$ cat src/rtl/core/mrcfw_pkg.sv
// shared constants, command codes and the crc byte update for the motor reply checker
package mrcfw_pkg;

  // command codes carried in the cmd field
  localparam logic [1:0] CMD_ACK  = 2'd0;
  localparam logic [1:0] CMD_BYTE = 2'd1;
  localparam logic [1:0] CMD_EVAL = 2'd2;
  localparam logic [1:0] CMD_NONE = 2'd3;

  // parameter defaults
  localparam int WINDOW_LEN_DEF = 50;
  localparam int CRC_BYTES_DEF  = 45;
  localparam int MOTORS_DEF     = 2;

  // fixed field widths
  localparam int CMD_W    = 2;
  localparam int MOTOR_W  = 1;
  localparam int BYTE_W   = 8;
  localparam int COUNT_W  = 6;
  localparam int THRESH_W = 6;
  localparam int CRC_W    = 16;
  localparam int POS_W    = 32;

  // per-motor state slots addressed by the motor field
  localparam int MOTOR_SLOTS = 1 << MOTOR_W;

  // acknowledge codes
  localparam logic [BYTE_W-1:0] ACK_NONE      = 8'hFF;
  localparam logic [BYTE_W-1:0] ACK_ERR_ABOVE = 8'h80;

  // crc constants
  localparam logic [CRC_W-1:0] CRC_INIT = 16'hFFFF;
  localparam logic [CRC_W-1:0] CRC_POLY = 16'hA001;

  // reply byte positions holding the big-endian position
  localparam int POS_FIRST = 11;
  localparam int POS_LAST  = 14;

  // reset value of the fault threshold
  localparam logic [THRESH_W-1:0] THRESH_RESET = 6'd45;

  // one byte of reflected modbus crc-16
  function automatic logic [CRC_W-1:0] crc_byte(input logic [CRC_W-1:0] crc,
                                                 input logic [BYTE_W-1:0] b);
    logic [CRC_W-1:0] c;
    c = crc ^ {8'h00, b};
    for (int k = 0; k < BYTE_W; k++) begin
      if (c[0]) begin
        c = (c >> 1) ^ CRC_POLY;
      end else begin
        c = c >> 1;
      end
    end
    return c;
  endfunction

endpackage

$ cat src/rtl/core/motor_reply_checker_fault_window.sv
// top level of the motor reply checker with shared fault window
//
// Channels: in_* carries one item per handshake (cmd, motor, data_byte,
// frame_start). Acknowledge items (cmd 0) store a motor's function code,
// reply items (cmd 1) feed that motor's crc, byte count and position, and
// evaluate items (cmd 2) give one result on out_*: motor, frame good, fatal
// flag, window error count and captured position. Other items give none.
// cfg_* writes the fault threshold and is always ready; the user must write it
// only while no item is in flight, as the block itself does not enforce this.
// Path: an accepted item is registered in the input register and processed
// from there; an evaluate item's result is then held in the result register.
// Throughput: one item per cycle while the input channel does not stall; the
// crc byte update and window count between the two registers are combinational.
// Stall: while a result waits for out_ready, items without a result still
// pass; an evaluate item waits in the input register, and the input channel
// stalls only once that register is also full.
// Reset (rst_n low, synchronous): no item in flight, crc 0xFFFF, counts and
// position zero, acknowledge 0xFF, window empty, fatal 0, threshold 45.
module motor_reply_checker_fault_window
  import mrcfw_pkg::*;
#(
  parameter int WINDOW_LEN = WINDOW_LEN_DEF,
  parameter int CRC_BYTES  = CRC_BYTES_DEF,
  parameter int MOTORS     = MOTORS_DEF
) (
  input  logic                       clk,
  input  logic                       rst_n,
  // input item channel
  input  logic                       in_valid,
  output logic                       in_ready,
  input  logic [CMD_W-1:0]           in_cmd,
  input  logic [MOTOR_W-1:0]         in_motor,
  input  logic [BYTE_W-1:0]          in_data_byte,
  input  logic                       in_frame_start,
  // result channel
  output logic                       out_valid,
  input  logic                       out_ready,
  output logic [MOTOR_W-1:0]         out_which_motor,
  output logic                       out_frame_good,
  output logic                       out_fatal,
  output logic [COUNT_W-1:0]         out_error_count,
  output logic signed [POS_W-1:0]    out_position_raw,
  // configuration write channel
  input  logic                       cfg_valid,
  output logic                       cfg_ready,
  input  logic [THRESH_W-1:0]        cfg_fault_threshold
);

  localparam int FRAME_LEN = CRC_BYTES + 2;
  localparam int CNT_W     = $clog2(FRAME_LEN + 1);

  // input register
  logic                 in_valid_r;
  logic [CMD_W-1:0]     cmd_r;
  logic [MOTOR_W-1:0]   motor_r;
  logic [BYTE_W-1:0]    byte_r;
  logic                 start_r;

  // per-motor frame state
  logic [CRC_W-1:0]     crc_r      [MOTOR_SLOTS];
  logic [CRC_W-1:0]     crc_nxt    [MOTOR_SLOTS];
  logic [CNT_W-1:0]     cnt_r      [MOTOR_SLOTS];
  logic [CNT_W-1:0]     cnt_nxt    [MOTOR_SLOTS];
  logic [CRC_W-1:0]     rxcrc_r    [MOTOR_SLOTS];
  logic [CRC_W-1:0]     rxcrc_nxt  [MOTOR_SLOTS];
  logic [POS_W-1:0]     pos_r      [MOTOR_SLOTS];
  logic [POS_W-1:0]     pos_nxt    [MOTOR_SLOTS];
  logic [BYTE_W-1:0]    ack_r      [MOTOR_SLOTS];
  logic [BYTE_W-1:0]    ack_nxt    [MOTOR_SLOTS];

  // shared window state
  logic [WINDOW_LEN-1:0] win_r, win_nxt;
  logic [COUNT_W-1:0]    total_r, total_nxt;
  logic                  fatal_r, fatal_nxt;
  logic [THRESH_W-1:0]   thresh_r;

  // result register
  logic                 out_valid_r;
  logic [MOTOR_W-1:0]   res_motor_r;
  logic                 res_good_r;
  logic                 res_fatal_r;
  logic [COUNT_W-1:0]   res_count_r;
  logic [POS_W-1:0]     res_pos_r;

  // processing controls
  logic                 motor_ok;
  logic                 is_eval;
  logic                 advance;
  logic                 frame_good;
  logic [CNT_W-1:0]     cnt_cur;
  logic [CRC_W-1:0]     crc_cur;

  // handshake
  assign motor_ok  = (32'(motor_r) < MOTORS);
  assign is_eval   = motor_ok && (cmd_r == CMD_EVAL);
  assign advance   = in_valid_r && (!is_eval || !out_valid_r || out_ready);
  assign in_ready  = !in_valid_r || advance;
  assign cfg_ready = 1'b1;

  // judgement of the selected motor's frame
  assign frame_good = (cnt_r[motor_r] >= CNT_W'(FRAME_LEN))
                   && (crc_r[motor_r] == rxcrc_r[motor_r])
                   && (ack_r[motor_r] <= ACK_ERR_ABOVE);

  // next state of the per-motor registers
  always_comb begin
    crc_nxt   = crc_r;
    cnt_nxt   = cnt_r;
    rxcrc_nxt = rxcrc_r;
    pos_nxt   = pos_r;
    ack_nxt   = ack_r;
    cnt_cur   = start_r ? '0 : cnt_r[motor_r];
    crc_cur   = start_r ? CRC_INIT : crc_r[motor_r];
    if (advance && motor_ok) begin
      unique case (cmd_r)
        CMD_ACK: begin
          ack_nxt[motor_r] = byte_r;
        end
        CMD_BYTE: begin
          crc_nxt[motor_r] = crc_cur;
          cnt_nxt[motor_r] = cnt_cur;
          if (cnt_cur < CNT_W'(FRAME_LEN)) begin
            if (cnt_cur < CNT_W'(CRC_BYTES)) begin
              crc_nxt[motor_r] = crc_byte(crc_cur, byte_r);
            end else if (cnt_cur == CNT_W'(CRC_BYTES)) begin
              rxcrc_nxt[motor_r] = {rxcrc_r[motor_r][CRC_W-1:BYTE_W], byte_r};
            end else begin
              rxcrc_nxt[motor_r] = {byte_r, rxcrc_r[motor_r][BYTE_W-1:0]};
            end
            if ((cnt_cur >= CNT_W'(POS_FIRST)) && (cnt_cur <= CNT_W'(POS_LAST))) begin
              pos_nxt[motor_r] = {pos_r[motor_r][POS_W-BYTE_W-1:0], byte_r};
            end
            cnt_nxt[motor_r] = cnt_cur + CNT_W'(1);
          end
        end
        CMD_EVAL: begin
          ack_nxt[motor_r] = ACK_NONE;
        end
        CMD_NONE: begin
        end
        default: begin
        end
      endcase
    end
  end

  // window shift line, error total and fatal flag
  always_comb begin
    win_nxt   = win_r;
    total_nxt = total_r;
    fatal_nxt = fatal_r;
    if (advance && is_eval) begin
      win_nxt   = {win_r[WINDOW_LEN-2:0], !frame_good};
      total_nxt = total_r - COUNT_W'(win_r[WINDOW_LEN-1]) + COUNT_W'(!frame_good);
      fatal_nxt = (total_nxt > thresh_r);
    end
  end

  // input register
  always_ff @(posedge clk) begin
    if (!rst_n) begin
      in_valid_r <= 1'b0;
    end else if (in_ready) begin
      in_valid_r <= in_valid;
    end
    if (in_ready && in_valid) begin
      cmd_r   <= in_cmd;
      motor_r <= in_motor;
      byte_r  <= in_data_byte;
      start_r <= in_frame_start;
    end
  end

  // per-motor and window state
  always_ff @(posedge clk) begin
    if (!rst_n) begin
      for (int s = 0; s < MOTOR_SLOTS; s++) begin
        crc_r[s]   <= CRC_INIT;
        cnt_r[s]   <= '0;
        rxcrc_r[s] <= '0;
        pos_r[s]   <= '0;
        ack_r[s]   <= ACK_NONE;
      end
      win_r    <= '0;
      total_r  <= '0;
      fatal_r  <= 1'b0;
      thresh_r <= THRESH_RESET;
    end else begin
      crc_r   <= crc_nxt;
      cnt_r   <= cnt_nxt;
      rxcrc_r <= rxcrc_nxt;
      pos_r   <= pos_nxt;
      ack_r   <= ack_nxt;
      win_r   <= win_nxt;
      total_r <= total_nxt;
      fatal_r <= fatal_nxt;
      if (cfg_valid && cfg_ready) begin
        thresh_r <= cfg_fault_threshold;
      end
    end
  end

  // result register
  always_ff @(posedge clk) begin
    if (!rst_n) begin
      out_valid_r <= 1'b0;
    end else if (advance && is_eval) begin
      out_valid_r <= 1'b1;
    end else if (out_ready) begin
      out_valid_r <= 1'b0;
    end
    if (advance && is_eval) begin
      res_motor_r <= motor_r;
      res_good_r  <= frame_good;
      res_fatal_r <= fatal_nxt;
      res_count_r <= total_nxt;
      res_pos_r   <= pos_r[motor_r];
    end
  end

  assign out_valid        = out_valid_r;
  assign out_which_motor  = res_motor_r;
  assign out_frame_good   = res_good_r;
  assign out_fatal        = res_fatal_r;
  assign out_error_count  = res_count_r;
  assign out_position_raw = signed'(res_pos_r);

`ifndef SYNTHESIS
  // running total always matches the bad entries held in the window
  a_total_matches: assert property (@(posedge clk) disable iff (!rst_n)
    32'(total_r) == $countones(win_r))
    else $error("window total out of step with window contents");

  // a pending result agrees with the threshold it was judged against
  a_fatal_consistent: assert property (@(posedge clk) disable iff (!rst_n)
    out_valid_r |-> (res_fatal_r == (res_count_r > thresh_r)))
    else $error("fatal flag inconsistent with error count");

  // an item held in the input register is not lost while it waits
  a_item_held: assert property (@(posedge clk) disable iff (!rst_n)
    (in_valid_r && !advance) |=> (in_valid_r && $stable(cmd_r) && $stable(motor_r)))
    else $error("waiting item dropped from input register");

  // an evaluate item that moves on always leaves a result behind
  a_eval_result: assert property (@(posedge clk) disable iff (!rst_n)
    (advance && is_eval) |=> out_valid_r)
    else $error("evaluate item gave no result");
`endif

endmodule
$ cat config.mk
export PLATFORM = sky130hd
export DESIGN_NAME = motor_reply_checker_fault_window
export DESIGN_NICKNAME = d
export VERILOG_FILES = /design/src/rtl/core/mrcfw_pkg.sv /design/src/rtl/core/motor_reply_checker_fault_window.sv
export SDC_FILE = /design/constraint.sdc
export NUM_CORES = 1
export LEC_CHECK = 0
export BUFFER_PORTS_ARGS = -buffer_cell sky130_fd_sc_hd__buf_2
export CORE_UTILIZATION = 55
export DETAILED_ROUTE_END_ITERATION = 10
export GPL_ROUTABILITY_DRIVEN = 0
export PLACE_DENSITY = 0.83
export SETUP_SLACK_MARGIN = 0.2
export SLEW_MARGIN = 20
export SYNTH_ARGS = -nofsm -noshare
export SYNTH_HDL_FRONTEND = slang
export SYNTH_SLANG_ARGS = --single-unit
$ cat constraint.sdc
create_clock -name clk -period 10 [get_ports clk]
set_clock_uncertainty 0.2 [all_clocks]
set_input_delay 2 -clock clk [delete_from_list [all_inputs] [get_ports clk]]
set_output_delay 2 -clock clk [all_outputs]
set_load 0.005 [all_outputs]
== Word level (Yosys, flattened, before mapping) ==
Cells that the tools add are included.
Operators by class
  add/sub/neg operators: 3
  order comparisons: 9
  eq/ne operators: 4
  muxes and demuxes: 82
  bitwise logic cells: 12
  reduce and logical (&&, ||, !) cells: 21
Operators by type and width (number)
  2-to-1 mux 16 bit: 48
  2-to-1 mux 32 bit: 7
  bitwise mux 32 bit: 4
  bitwise mux 64 bit: 1
  2-to-1 mux 6 bit: 6
  demux 32 bit (select 1 bit): 1
  2-to-1 mux 8 bit: 4
  case mux 16 bit (2 select lines): 1
  bitwise mux 12 bit: 2
  inverter 2 -> 3 bit: 8
  bitwise mux 16 bit: 1
  demux 16 bit (select 1 bit): 1
  == test 16 bit: 1
  OR 16 bit: 1
  XOR 16 x 8 -> 16 bit: 1
  < comparator 6 bit (second input constant): 2
  2-to-1 mux 12 bit: 1
  demux 8 bit (select 1 bit): 1
  less-or-equal comparator 8 bit (second input constant): 1
  AND reduction 4 bit: 2
  logical AND 1 bit: 7
  adder 6 x 1 -> 6 bit: 1
  adder 6 x 1 -> 6 bit (second input constant): 1
  demux 6 bit (select 1 bit): 1
  18 further kinds: 27
Storage, ports and cells
  bits in registers: 274
  bits of input ports: 23
  output and inout port bits: 44
  logic and storage cells: 156

== Longest topological paths before layout ==
Gate-level depths: netlist of run 1.
  depth in word-level cells: 57
  mapped depth: 23
  gate-level depth less buffers: 20

== Worst setup path after synthesis of run 1 ==
Ideal clock, no wire load.
  kind: in2out
  start: input out_ready
  end: output in_ready
  arrival: 2370 ps
  data required time: 7800 ps
  slack: 5430 ps
  stages on the path: 3
  path through: nand2b_1 -> nor2_1 -> inv_1
Between the ends
  longest elaborated chain between the ends: 3
RTL lines
  start, declared: line motor_reply_checker_fault_window.sv:37  | input logic out_ready,
  logical OR 1 bit: line motor_reply_checker_fault_window.sv:96  | assign advance = in_valid_r && (!is_eval || !out_valid_r || out_ready);
  logical AND 1 bit: line motor_reply_checker_fault_window.sv:96
  logical OR 1 bit: line motor_reply_checker_fault_window.sv:97  | assign in_ready = !in_valid_r || advance;
  end, declared: line motor_reply_checker_fault_window.sv:30  | output logic in_ready,
No other way between the ends.

== Final worst setup path of run 1 ==
  start: register motor_r
  end: register fatal_r
Between the ends
  longest elaborated chain between the ends: 11
  elaborated cells between the ends (all ways): 22
  classes of those cells: add/sub: 1; order compare: 3; eq/ne: 1; mux: 13; bitwise: 1; reduce/logical: 3
RTL lines
  start, declared: line motor_reply_checker_fault_window.sv:55  | logic [MOTOR_W-1:0] motor_r;
  start signal, assigned: line motor_reply_checker_fault_window.sv:168  | motor_r <= in_motor;
  inverter 1 -> 2 bit (implied by the code) *: line motor_reply_checker_fault_window.sv:101, motor_reply_checker_fault_window.sv:102, motor_reply_checker_fault_window.sv:103
  2-to-1 mux 6 bit (implied by the code), or another cell as far along (3 in a row): line motor_reply_checker_fault_window.sv:101  | assign frame_good = (cnt_r[motor_r] >= CNT_W'(FRAME_LEN))
  greater-or-equal comparator 6 bit / == test 16 bit (equally long branches): line motor_reply_checker_fault_window.sv:101, motor_reply_checker_fault_window.sv:102
  logical AND 1 bit: line motor_reply_checker_fault_window.sv:102  | && (crc_r[motor_r] == rxcrc_r[motor_r])
  logical AND 1 bit *: line motor_reply_checker_fault_window.sv:103  | && (ack_r[motor_r] <= ACK_ERR_ABOVE);
  via frame_good: line motor_reply_checker_fault_window.sv:89  | logic frame_good;
  logical NOT 1 bit *: line motor_reply_checker_fault_window.sv:154  | total_nxt = total_r - COUNT_W'(win_r[WINDOW_LEN-1]) + COUNT_W'(!frame_good);
  adder 6 x 1 -> 6 bit *: line motor_reply_checker_fault_window.sv:154
  greater-than comparator 6 bit *: line motor_reply_checker_fault_window.sv:155  | fatal_nxt = (total_nxt > thresh_r);
  2-to-1 mux 1 bit *: line motor_reply_checker_fault_window.sv:152  | if (advance && is_eval) begin
  via fatal_nxt: line motor_reply_checker_fault_window.sv:74  | logic fatal_r, fatal_nxt;
  end signal, assigned: line motor_reply_checker_fault_window.sv:196  | fatal_r <= fatal_nxt;
  end, declared: line motor_reply_checker_fault_window.sv:74
The timed path passes the listed nets; every way through them passes the cells marked *. The select of a mux whose other input is x is not followed.
A chain may end at the register's enable or synchronous reset.

==> metrics.csv, run 1 <==
stage,metric,value,unit
yosys,synthesized-area fraction occupied by xor and xnor cells,0.0440,
timing,number of endpoints with negative hold slack in the final report,0,
grt,grt total ovfl,0,
yosys,combinational family with the most area after synthesis,simple AND/OR/NAND/NOR gates,
detailed_routing,mean routed wirelength per cell,15.8,um
timing,setup repair after global routing missed its margin,no,
power_and_ir_drop,worst IR drop on VDD,0.133,mV
timing,Post-Route Hold Slack,0.256,ns
critical_path,R2R Setup Slk,4.62,ns
grt,number of antenna violations at the first check in global routing,0,
cells_and_area,number of cells in the finished layout apart from fillers,1554,
yosys,yosys warns,0,
yosys,post-synthesis instance total,1242,
yosys,Avg Synthesized Cell Area,9.64,um2
worst_hold_path,Tightest Hold Check Type,reg -> reg,
yosys,portion of the post-synthesis area used by sequential elements,0.502,
detailed_routing,antenna-violating nets left,0,
timing,time the final worst path needs with I/O delays and setup,5.38,ns
clocking,CTS tree,built,
place,final HPWL from detailed placement,15600,um
die,initial standard-cell utilization of the core,0.566,
timing,slew at the pin closest to its max-slew limit,1.04,ns
grt,grt met1 use,0.293,
cells_and_area,diode insertion count for antenna repair,0,
clocking,source-to-sink clock delay at the later pin of the worst-skew pair,0.54,ns
yosys,Synth Area in Compound Gates,0.153,
critical_path,R2R cell count,21,
clocking,setup bufs post-CTS,0,
timing,Final setup violation count,0,
timing,worst slew slack as a fraction of its limit,0.307,
cells_and_area,most frequent cells in the layout,"nand2_1 (291), dfxtp_1 (221), a21boi_0 (90), buf_2 (64)",
critical_path,Required @ worst endpoint,10.22,ns
detailed_routing,drt via density,5.55,
grt,number of global-route vias before repair,8182,
timing,final max-slew violation count,0,
power_and_ir_drop,power density over the cells,174,nW/um2
die,Boundary Pins,67,
detailed_routing,Initial DRC Count,607,
worst_hold_path,origin of the worst min-delay path,pos_r[34],
die,die boundary height,150,um
detailed_routing,number of optimization iterations in the first detailed-route pass,5,
yosys,"Net Count, Synth",1281,
yosys,number of register bits inferred by synthesis,274,
cells_and_area,most frequent standard cell in the layout excluding fill and tap cells,nand2_1,
detailed_routing,vias after detailed routing,8627,
yosys,share of flip-flops with an asynchronous set or reset after synthesis,0,
job,Max Cap Violations,0,
cells_and_area,share of layout cells above drive strength 1,0.132,
die,Die Footprint,22400,um2
critical_path,arrival time at the worst endpoint,5.60,ns
grt,global-route wire length before repair,40400,um
clocking,count of hold-fix buffers inserted at cts,0,
timing,part of the cycle the worst path needs,0.538,
cells_and_area,Layout area overhead,10.7,%
status,run status,"complete, no violations",
critical_path,worst r2r dst,fatal_r,
grt,largest net degree at the start of global routing,118,
power_and_ir_drop,leakage component of the power,5.18,nW
die,horizontal extent of the die,150,um
clocking,number of H-tree levels,1,
place,Inst Count DP,1504,
yosys,number of unique standard cell types used by synthesis,71,
place,Placement Setup Slack,4.74,ns
critical_path,reg-to-reg critical path startpoint,motor_r,
clocking,cell chosen for the clock root,clkbuf_16,
critical_path,largest driver fanout on the critical path,73,
grt,global routing usage on met2,0.374,
grt,overall global routing resource usage,0.224,
die,number of standard-cell rows in the floorplan,53,
place,Buffers on Ports,65,
clocking,Longest Clk Path Bufs,3,
critical_path,type of the worst setup path,reg -> reg,
clocking,CTS clock-pin slew for the worst setup and hold paths,0.06,ns
yosys,mux cell area share after synthesis,0.0721,
yosys,"share of synthesized cell area in full adder, half adder and majority cells",0.0173,
cells_and_area,fill count,1674,
critical_path,beginning of the critical path,motor_r,
grt,M3 GR Usage,0.0366,
cells_and_area,share of the core filled with cells,0.626,
die,total core area,21200,um2
timing,setup TNS after final layout,0,ns
cells_and_area,Final #Nets,1297,
yosys,Post-synth EDFFs,53,
timing,highest clock frequency the design can meet,0.186,GHz
yosys,synthesized cell area,12000,um2
detailed_routing,DRC violations left,0,
clocking,number of buffers added by the clock tree synthesis step,27,
yosys,Synth Flop Type,dfxtp_1,
yosys,simple-gate area share of the yosys netlist,0.167,
grt,most used routing layer,met2,
clocking,Resize count post-CTS,0,
critical_path,type of element capturing the critical path,register,
clocking,number of sinks driven by the clock tree,274,
detailed_routing,final WL,24600,um
critical_path,CP Launch Type,register,
timing,setup slack after layout,4.62,ns
critical_path,critical path endpoint,fatal_r,
[cells by family (layout without fill, tap and decap cells)]
family | Yosys count | after routing
simple gates | 445 | 445
flops | 274 | 274
compound gates | 242 | 242
buf+inv | 126 | 163
mux | 83 | 83
xor+xnor | 55 | 55
fa+ha+maj | 16 | 16
other cells | 1 | 1
[cell usage after synthesis, types with 18 or more instances]
cell type,n,area [um2]
o21ai_0,20,100
xor2_1,20,175
edfxtp_1,53,1590
inv_1,39,146
nor2b_1,58,363
dfxtp_1,221,4420
a21boi_0,90,676
clkbuf_1,63,236
mux2_2,26,293
o211a_1,18,180
mux2i_1,57,571
xnor2_1,30,263
nor2_1,30,113
nand2_1,291,1090
o211ai_1,41,308
[registers in the layout, indices dropped and copies added (netlist names), named ones only]
| register | cells |
|---|---|
| ack_r | 16 |
| byte_r | 8 |
| cmd_r | 2 |
| cnt_r | 10 |
| crc_r | 26 |
| fatal_r | 1 |
| in_valid_r | 1 |
| motor_r | 1 |
| out_error_count | 6 |
| out_fatal | 1 |
| out_frame_good | 1 |
| out_position_raw | 32 |
| out_valid | 1 |
| out_which_motor | 1 |
| pos_r | 64 |
| rxcrc_r | 32 |
| start_r | 1 |
| thresh_r | 6 |
| total_r | 6 |
| win_r | 50 |
[report_power, final]
part | switching, mW | total (mW) | internal, mW
Clock | 0.418 | 1.03 | 0.616
Combinational | 0.0690 | 0.116 | 0.0471
Sequential | 0.0145 | 1.15 | 1.14
[worst max-delay path, stage by stage (launching register included)]
cell and delay [ns]:
edfxtp_1 0.32, buf_4 0.39, buf_4 0.75, o221ai_1 0.25, nor3_1 0.23, nand4_1 0.12
o31a_1 0.16, nor4_2 0.45, xnor2_1 0.12, ha_1 0.22, fa_1 0.41, a21oi_1 0.16
nor2_1 0.06, nor2_1 0.12, xnor2_1 0.16, ha_1 0.30, a21o_1 0.20, a21oi_1 0.12
o21ai_0 0.08, o21ai_0 0.07, o21ai_0 0.10, and2_1 0.18
[layout make-up]
type	count	area, um2	share of cell area
multi-input cells	842	5440	0.410
flip-flops and latches	274	6020	0.454
clock buffers	34	722	0.0545
clock inverters	16	190	0.0144
well taps	275	344	0.0260
inverters	39	148	0.0111
repair buffers	74	395	0.0298
[per-stage QoR]
stage | power, mW | area [um2]
finish | 2.30 | 13300
global route | 2.37 | 13300
CTS | 2.32 | 13300
detailed placement | 1.29 | 12300
global placement | 1.29 | 12300
floorplan | 1.26 | 12000
[layer usage]
layer | routed length, um | part of all wire | vias up
li1 | - | - | 4250
met3 | 1290 | 0.053 | 59
met4 | 704 | 0.029 | 0
met2 | 11500 | 0.47 | 233
met5 | 0 | 0 | -
met1 | 11100 | 0.45 | 4085
[how the worst min path moves through the flow]
stage / end / depth (start not counted) / slack (ns)
6_report: pos_r[34] / 2 / 0.26
4_1_cts: pos_r[34] / 2 / 0.25
2_1_floorplan: pos_r[34] / 2 / 0.23
3_3_place_gp: pos_r[34] / 2 / 0.24
3_5_place_dp: pos_r[34] / 2 / 0.25
5_1_grt: win_r[23] / 2 / 0.28
Power figures use the tool's default switching activity.
==> run 2: changes to the inputs <==
--- a/config.mk
+++ b/config.mk
@@ -5,6 +5,7 @@
 export SDC_FILE = /design/constraint.sdc
 export NUM_CORES = 1
 export LEC_CHECK = 0
+export ABC_AREA = 1
 export BUFFER_PORTS_ARGS = -buffer_cell sky130_fd_sc_hd__buf_2
 export CORE_UTILIZATION = 55
 export DETAILED_ROUTE_END_ITERATION = 10
==> constraint.sdc (replaced) <==
create_clock -name clk -period 5.12 [get_ports clk]
set_clock_uncertainty 0.2 [all_clocks]
set_input_delay 1.024 -clock clk [delete_from_list [all_inputs] [get_ports clk]]
set_output_delay 1.024 -clock clk [all_outputs]
set_load 0.005 [all_outputs]
==> run 2 against run 1 <==
  * Synthesized area up 2.6%
  * First-iteration DRC count up 110%
  * Sequential share of layout area down 1.1 points
==> metrics.csv, run 2 <==
stage,metric,value,unit,change
grt,number of antenna violations at the first check in global routing,0,,unchanged
critical_path,arrival time at the worst endpoint,4.63,ns,-0.97 ns
yosys,share of flip-flops with an asynchronous set or reset after synthesis,0,,unchanged
grt,global-route wire length before repair,46800,um,+16%
critical_path,CP Launch Type,register,,
timing,setup repair after global routing missed its margin,no,,
detailed_routing,number of optimization iterations in the first detailed-route pass,8,,+3
place,Buffers on Ports,65,,unchanged
yosys,portion of the post-synthesis area used by sequential elements,0.490,,-0.0128
critical_path,Required @ worst endpoint,5.20,ns,-5.02 ns
place,Placed Area,12600,um2,+2.3%
die,number of standard-cell rows in the floorplan,54,,+1.9%
timing,slew at the pin closest to its max-slew limit,0.975,ns,-0.0645 ns
yosys,yosys warns,0,,unchanged
timing,highest clock frequency the design can meet,0.220,GHz,+18%
grt,grt met1 use,0.320,,+0.0270
critical_path,reg-to-reg critical path startpoint,motor_r,,
power_and_ir_drop,Clk pwr share,0.445,,-0.004
critical_path,delay of the slowest cell on the worst path,0.42,ns,-0.33 ns
detailed_routing,drt via density,5.70,,+2.7%
detailed_routing,Initial DRC Count,1280,,+110%
power_and_ir_drop,worst IR drop on VDD,0.252,mV,+89%
yosys,"Net Count, Synth",1636,,+28%
critical_path,type of element capturing the critical path,register,,
yosys,number of unique standard cell types used by synthesis,46,,-35%
power_and_ir_drop,sw power,1.10,mW,+120%
yosys,Avg Synthesized Cell Area,7.69,um2,-20%
status,run status,"complete, no violations",,
cells_and_area,most frequent cells in the layout,"nand2_1 (406), dfxtp_1 (221), a21oi_1 (203), o21ai_0 (160), inv_1 (128)",,
yosys,post-synthesis instance total,1597,,+29%
cells_and_area,Final #Nets,1646,,+27%
yosys,top area cells in the synthesized netlist,"dfxtp_1 (36%), edfxtp_1 (13%), nand2_1 (12%)",,
job,Max Cap Violations,0,,unchanged
cells_and_area,most frequent standard cell in the layout excluding fill and tap cells,nand2_1,,
power_and_ir_drop,power density over the cells,339,nW/um2,+95%
cells_and_area,final standard cell area without fillers,13600,um2,+2.5%
power_and_ir_drop,combinational fraction of design power,0.067,,+0.017
clocking,number of buffers added by the clock tree synthesis step,27,,unchanged
worst_hold_path,Tightest Hold Check Type,reg -> reg,,
grt,global routing usage on met2,0.425,,+0.0508
grt,M3 GR Usage,0.0452,,+0.00862
timing,final max-slew violation count,0,,unchanged
cells_and_area,fill count,1826,,+9.1%
worst_hold_path,cell depth of the worst hold path,2,,unchanged
yosys,leading cell types by count after synthesis,"nand2_1 (407), dfxtp_1 (221), a21oi_1 (203)",,
grt,grt total ovfl,0,,unchanged
cells_and_area,share of the core filled with cells,0.621,,-0.00589
critical_path,R2R Setup Slk,0.57,ns,-4.05 ns
die,die boundary height,151,um,+1.3%
timing,worst slew slack as a fraction of its limit,0.350,,+0.0430
critical_path,Crit path max-delay family,simple AND/OR/NAND/NOR gates,,
detailed_routing,final WL,29500,um,+20%
detailed_routing,vias after detailed routing,10881,,+26%
die,horizontal extent of the die,151,um,+1.3%
worst_hold_path,Worst Hold End,pos_r[62],,
cells_and_area,register with the most flip-flops,pos_r,,
die,Die Footprint,22900,um2,+2.6%
clocking,cell chosen for the clock root,clkbuf_16,,
timing,time the final worst path needs with I/O delays and setup,4.55,ns,-0.828 ns
die,Boundary Pins,67,,unchanged
timing,setup slack after layout,0.569,ns,-4.05 ns
yosys,top-count cell post-synth,nand2_1,,
cells_and_area,share of layout cells above drive strength 1,0.101,,-0.0308
critical_path,critical path's slowest cell,edfxtp_1,,
power_and_ir_drop,total internal power,3.51,mW,+95%
clocking,Longest Clk Path Bufs,3,,unchanged
cells_and_area,Layout area overhead,10.6,%,
clocking,CTS tree,built,,
critical_path,number of buffer and inverter instances along the worst setup path,4,,+2
clocking,count of hold-fix buffers inserted at cts,0,,unchanged
cells_and_area,number of flip-flops under the largest register name,64,,unchanged
critical_path,R2R cell count,25,,+19%
grt,most used routing layer,met2,,
critical_path,type of the worst setup path,reg -> reg,,
yosys,synthesized cell area,12300,um2,+2.6%
grt,largest net degree at the start of global routing,101,,-14%
cells_and_area,Regs by FF count,"pos_r (64), win_r (50)",,
timing,Final setup violation count,0,,unchanged
clocking,number of sinks driven by the clock tree,274,,unchanged
timing,setup TNS after final layout,0,ns,unchanged
cells_and_area,register area,6020,um2,unchanged
power_and_ir_drop,proportion of total power due to net switching,0.238,,+0.0198
clocking,number of H-tree levels,1,,unchanged
timing,Post-Route Hold Slack,0.248,ns,-0.00772 ns
detailed_routing,mean routed wirelength per cell,15.5,um,-2.2%
grt,number of global-route vias before repair,9804,,+20%
die,total core area,21900,um2,+3.5%
yosys,leading area contributor after synthesis,dfxtp_1,,
worst_hold_path,origin of the worst min-delay path,pos_r[62],,
critical_path,largest driver fanout on the critical path,38,,-48%
clocking,CTS clock-pin slew for the worst setup and hold paths,0.06,ns,about the same
critical_path,worst r2r dst,out_fatal,,
cells_and_area,diode insertion count for antenna repair,0,,unchanged
yosys,fraction of post-synthesis cell area in the top cell type by area,0.360,,-0.00944
yosys,Synth Flop Type,dfxtp_1,,
cells_and_area,Multi-input gate area,5300,um2,-2.6%
power_and_ir_drop,sequential cell fraction of total power,0.488,,-0.012
die,initial standard-cell utilization of the core,0.561,,-0.00471
clocking,source-to-sink clock delay at the later pin of the worst-skew pair,0.54,ns,about the same
place,final HPWL from detailed placement,18600,um,+19%
power_and_ir_drop,leakage component of the power,5.33,nW,+3.0%
place,Placement Setup Slack,0.465,ns,-4.27 ns
detailed_routing,DRC violations left,0,,unchanged
yosys,number of register bits inferred by synthesis,274,,unchanged
grt,overall global routing resource usage,0.253,,+0.0295
timing,number of endpoints with negative hold slack in the final report,0,,unchanged
yosys,Post-synth EDFFs,53,,unchanged
detailed_routing,antenna-violating nets left,0,,unchanged
timing,part of the cycle the worst path needs,0.889,,+0.351
-- run 2: changes by cell type in the layout (fill, tap and decap cells not counted), moves of 22 or more --
cell	before	now
a21oi_1	15	203
mux2_2	26	0
a21boi_0	90	0
nand3_1	14	49
nand2_1	291	406
inv_1	38	128
xnor2_1	30	8
nor2_1	30	68
mux2i_1	57	0
nor2b_1	57	0
o21ai_0	20	160
o211ai_1	41	17
o21ai_1	2	27
-- run 2: area by class of cell --
cell class,instances,area share
clock buffers,31,0.0523
clock inverters,19,0.0152
inverters,138,0.0389
multi-input cells,1085,0.390
flip-flops and latches,274,0.443
well taps,280,0.0258
repair buffers,81,0.0353
-- run 2: tightest hold or removal path, stage by stage, from the launching register on --
cell	delay (ns)
dfxtp_1	0.30
inv_1	0.05
a21oi_1	0.05
-- run 2: how the worst max path moves through the flow --
| stage | slack, ns | endpoint | depth (start not counted) | start |
|---|---|---|---|---|
| 2_1_floorplan | 1.13 | out_fatal | 25 | motor_r |
| 3_3_place_gp | 0.69 | out_fatal | 23 | motor_r |
| 3_5_place_dp | 0.47 | out_fatal | 23 | motor_r |
| 4_1_cts | 0.43 | out_fatal | 23 | motor_r |
| 5_1_grt | 0.23 | out_fatal | 27 | motor_r |
| 6_report | 0.57 | out_fatal | 25 | motor_r |
-- run 2: repair_timing --
| action | 4_1_cts | 5_1_grt |
|---|---|---|
| endpoints found under the setup margin | 0 | 2 |
| setup buffers | 0 | 1 |
| gates resized for setup | 0 | 6 |
-- run 2: power by group through the flow --
stage	logic [mW]	clock network, mW	registers, mW
2_1_floorplan	0.232	0	2.28
3_3_place_gp	0.284	0	2.30
3_5_place_dp	0.293	0	2.30
4_1_cts	0.296	2.06	2.25
5_1_grt	0.344	2.16	2.25
6_report	0.308	2.05	2.25
-- run 2: routing by layer --
metal,part of all wire,wire length [um]
met2,0.47,14000
met4,0.033,973
met1,0.42,12300
met3,0.078,2300
met5,0,0
-- run 2: cells by family (layout without fill, tap and decap cells) --
kind of cell / after synthesis / in the layout / synth area share
AO/OA/AOI/OAI: 453 / 453 / 0.195
XOR/XNOR: 22 / 22 / 0.0157
AND/OR/NAND/NOR: 593 / 593 / 0.202
buffers and inverters: 238 / 269 / 0.0806
adder cells (fa/ha/maj): 16 / 16 / 0.0169
flip-flops: 274 / 274 / 0.490
other: 1 / 1 / 0.000305
-- run 2: metrics by stage --
step	power, mW	cells
after floorplan	2.51	1597
after detailed placement	2.59	1856
after CTS	4.61	1906
after global routing	4.75	1908
after global placement	2.58	1856
final	4.61	1908
==> run 3: changes to the inputs <==
--- a/config.mk
+++ b/config.mk
@@ -10,7 +10,7 @@
 export CORE_UTILIZATION = 55
 export DETAILED_ROUTE_END_ITERATION = 10
 export GPL_ROUTABILITY_DRIVEN = 0
-export PLACE_DENSITY = 0.83
+export PLACE_DENSITY = 0.84
 export SETUP_SLACK_MARGIN = 0.2
 export SLEW_MARGIN = 20
 export SYNTH_ARGS = -nofsm -noshare
==> run 3 against run 2 <==
  * Non-clock buffer count unchanged
  * Critical path depth decreased by 1
  * Largest cell class unchanged
  * Flip-flop and latch count unchanged
  * Clock power decreased by 7%
  * Register-to-register slack got worse by 0.06 ns
==> metrics.csv, run 3 (same netlist as run 2, synthesis figures left out) <==
stage,metric,value,unit,change
detailed_routing,Initial DRC Count,1029,,-20%
die,number of standard-cell rows in the floorplan,54,,unchanged
detailed_routing,vias after detailed routing,10912,,+0.28%
clocking,CTS clock-pin slew for the worst setup and hold paths,0.07,ns,about the same
timing,setup TNS after final layout,0,ns,unchanged
timing,highest clock frequency the design can meet,0.217,GHz,-1.2%
clocking,CTS tree,built,,
critical_path,CP Launch Type,register,,
clocking,Longest Clk Path Bufs,3,,unchanged
die,initial standard-cell utilization of the core,0.561,,unchanged
timing,Post-Route Hold Slack,0.251,ns,+0.00255 ns
cells_and_area,Layout area overhead,10.0,%,
timing,setup repair after global routing missed its margin,no,,
cells_and_area,share of layout cells above drive strength 1,0.0983,,-0.00301
cells_and_area,share of the core filled with cells,0.618,,-0.00292
clocking,source-to-sink clock delay at the later pin of the worst-skew pair,0.53,ns,about the same
cells_and_area,final standard cell area without fillers,13500,um2,-0.47%
place,final HPWL from detailed placement,18200,um,-2.1%
timing,worst slew slack as a fraction of its limit,0.304,,-0.0461
die,total core area,21900,um2,unchanged
timing,part of the cycle the worst path needs,0.900,,+0.0110
worst_hold_path,Tightest Hold Check Type,reg -> reg,,
place,Buffers on Ports,65,,unchanged
critical_path,type of element capturing the critical path,register,,
job,Max Cap Violations,0,,unchanged
timing,number of endpoints with negative hold slack in the final report,0,,unchanged
clocking,number of sinks driven by the clock tree,274,,unchanged
power_and_ir_drop,leakage component of the power,5.28,nW,-0.99%
detailed_routing,mean routed wirelength per cell,15.2,um,-1.8%
cells_and_area,most frequent cells in the layout,"nand2_1 (406), dfxtp_1 (221), a21oi_1 (203), o21ai_0 (161), inv_1 (128)",,
timing,time the final worst path needs with I/O delays and setup,4.61,ns,+0.0562 ns
critical_path,CP cell instances,"clkbuf_16, or2_2, o21ai_0, xnor2_1, nand4_1, nor4_2, nand3_1, inv_1, nand2_1, ha_1, a21o_1, a31oi_2, inv_1, a21oi_1, nor2_1, nor2_1, xor2_1, ha_1, nand2_1, nor2_1, o21ai_0, o211ai_1, nand3_1, nand2_1",,
grt,number of antenna violations at the first check in global routing,0,,unchanged
grt,overall global routing resource usage,0.248,,-0.00457
die,Boundary Pins,67,,unchanged
power_and_ir_drop,power density over the cells,330,nW/um2,-2.8%
critical_path,critical path's slowest cell,edfxtp_1,,
grt,global-route wire length before repair,46200,um,-1.3%
critical_path,R2R cell count,24,,-4.0%
critical_path,critical path endpoint,out_fatal,,
detailed_routing,number of optimization iterations in the first detailed-route pass,6,,-2
grt,largest net degree at the start of global routing,101,,unchanged
power_and_ir_drop,worst IR drop on VDD,0.262,mV,+3.9%
critical_path,largest driver fanout on the critical path,39,,+2.6%
critical_path,beginning of the critical path,motor_r,,
critical_path,type of the worst setup path,reg -> reg,,
grt,grt total ovfl,0,,unchanged
clocking,cell chosen for the clock root,clkbuf_16,,
grt,number of global-route vias before repair,9917,,+1.2%
die,horizontal extent of the die,151,um,unchanged
status,run status,"complete, no violations",,
die,die boundary height,151,um,unchanged
detailed_routing,final WL,29000,um,-1.8%
die,Die Footprint,22900,um2,unchanged
critical_path,arrival time at the worst endpoint,4.68,ns,+0.05 ns
critical_path,R2R Setup Slk,0.51,ns,-0.06 ns
cells_and_area,register with the most flip-flops,pos_r,,
detailed_routing,drt via density,5.72,,+0.28%
cells_and_area,Regs by FF count,"pos_r (64), win_r (50)",,
timing,final max-slew violation count,0,,unchanged
detailed_routing,DRC violations left,0,,unchanged
timing,Final setup violation count,0,,unchanged
cells_and_area,most frequent standard cell in the layout excluding fill and tap cells,nand2_1,,
critical_path,Required @ worst endpoint,5.19,ns,about the same
cells_and_area,number of flip-flops under the largest register name,64,,unchanged
cells_and_area,Final #Nets,1646,,unchanged
place,Placed Area,12600,um2,unchanged
timing,slew at the pin closest to its max-slew limit,1.04,ns,+0.0655 ns
detailed_routing,antenna-violating nets left,0,,unchanged
critical_path,delay of the slowest cell on the worst path,0.53,ns,+0.11 ns
cells_and_area,fill count,1835,,+0.49%
clocking,count of hold-fix buffers inserted at cts,0,,unchanged
clocking,number of buffers added by the clock tree synthesis step,27,,unchanged
critical_path,reg-to-reg critical path startpoint,motor_r,,
critical_path,worst r2r dst,out_fatal,,
clocking,number of H-tree levels,1,,unchanged
power_and_ir_drop,Total Power Consumption,4.46,mW,-3.3%
==> run 3: cell count changes in the layout (fill, tap and decap cells not counted), moves of 2 or more <==
cell | before | now
clkbuf_1 | 2 | 8
clkinv_2 | 11 | 6
bufinv_16 | 4 | 1
clkbuf_8 | 2 | 5
inv_6 | 3 | 1
==> run 3: report_power, final <==
group / leakage, nW / internal [mW] / switching, mW
combinational: 2.55 / 0.0903 / 0.217
clock: 0.414 / 1.10 / 0.807
sequential: 2.31 / 2.22 / 0.0269
==> run 3: worst min path at each step <==
stage / startpoint / end / slack [ns] / cells after the start
6_report: pos_r[59] / pos_r[59] / 0.25 / 2
5_1_grt: win_r[41] / win_r[42] / 0.27 / 2
4_1_cts: cnt_r[4] / cnt_r[4] / 0.25 / 2
3_5_place_dp: cnt_r[4] / cnt_r[4] / 0.24 / 2
3_3_place_gp: cnt_r[4] / cnt_r[4] / 0.24 / 2
2_1_floorplan: pos_r[56] / pos_r[56] / 0.22 / 2
==> run 3: area by class of cell <==
cell class                      instances  area (um2)  share of cell area
Clock inverter                          9        77.6             0.00574
Sequential cell                       274        6020               0.445
Clock buffer                           40         774              0.0573
Timing Repair Buffer                   81         479              0.0354
Inverter                              138         526              0.0389
Tap cell                              280         350              0.0259
Multi-Input combinational cell       1085        5300               0.392
Antenna cell                            1        2.50            0.000185
==> run 3: worst max-delay path, delay by kind of cell, from the launching register on <==
kind | cells | cell delay (ns)
simple gates | 11 | 1.48
compound gates | 6 | 0.80
buf+inv | 3 | 0.48
fa+ha+maj | 2 | 0.48
flops | 1 | 0.53
xor+xnor | 2 | 0.39
==> run 3: repair_timing <==
| item | 4_1_cts | 5_1_grt |
|---|---|---|
| resized for setup | 0 | 3 |
| setup buffers | 0 | 1 |
| endpoints found under the setup margin | 0 | 2 |
==> run 3: stage by stage <==
stage,cells,worst slack [ns]
5_1_grt,1907,0.199
2_1_floorplan,1597,1.13
3_3_place_gp,1856,0.642
6_report,1908,0.513
3_5_place_dp,1856,0.531
4_1_cts,1905,0.502
==> run 3: per-layer routing <==
metal  GRT usage  part of all wire  vias up
met1       0.316              0.42     5056
met4       0.111             0.036        0
met3      0.0326             0.071       86
met5           0                 0        -
met2       0.420              0.47      442
li1            -                 -     5328
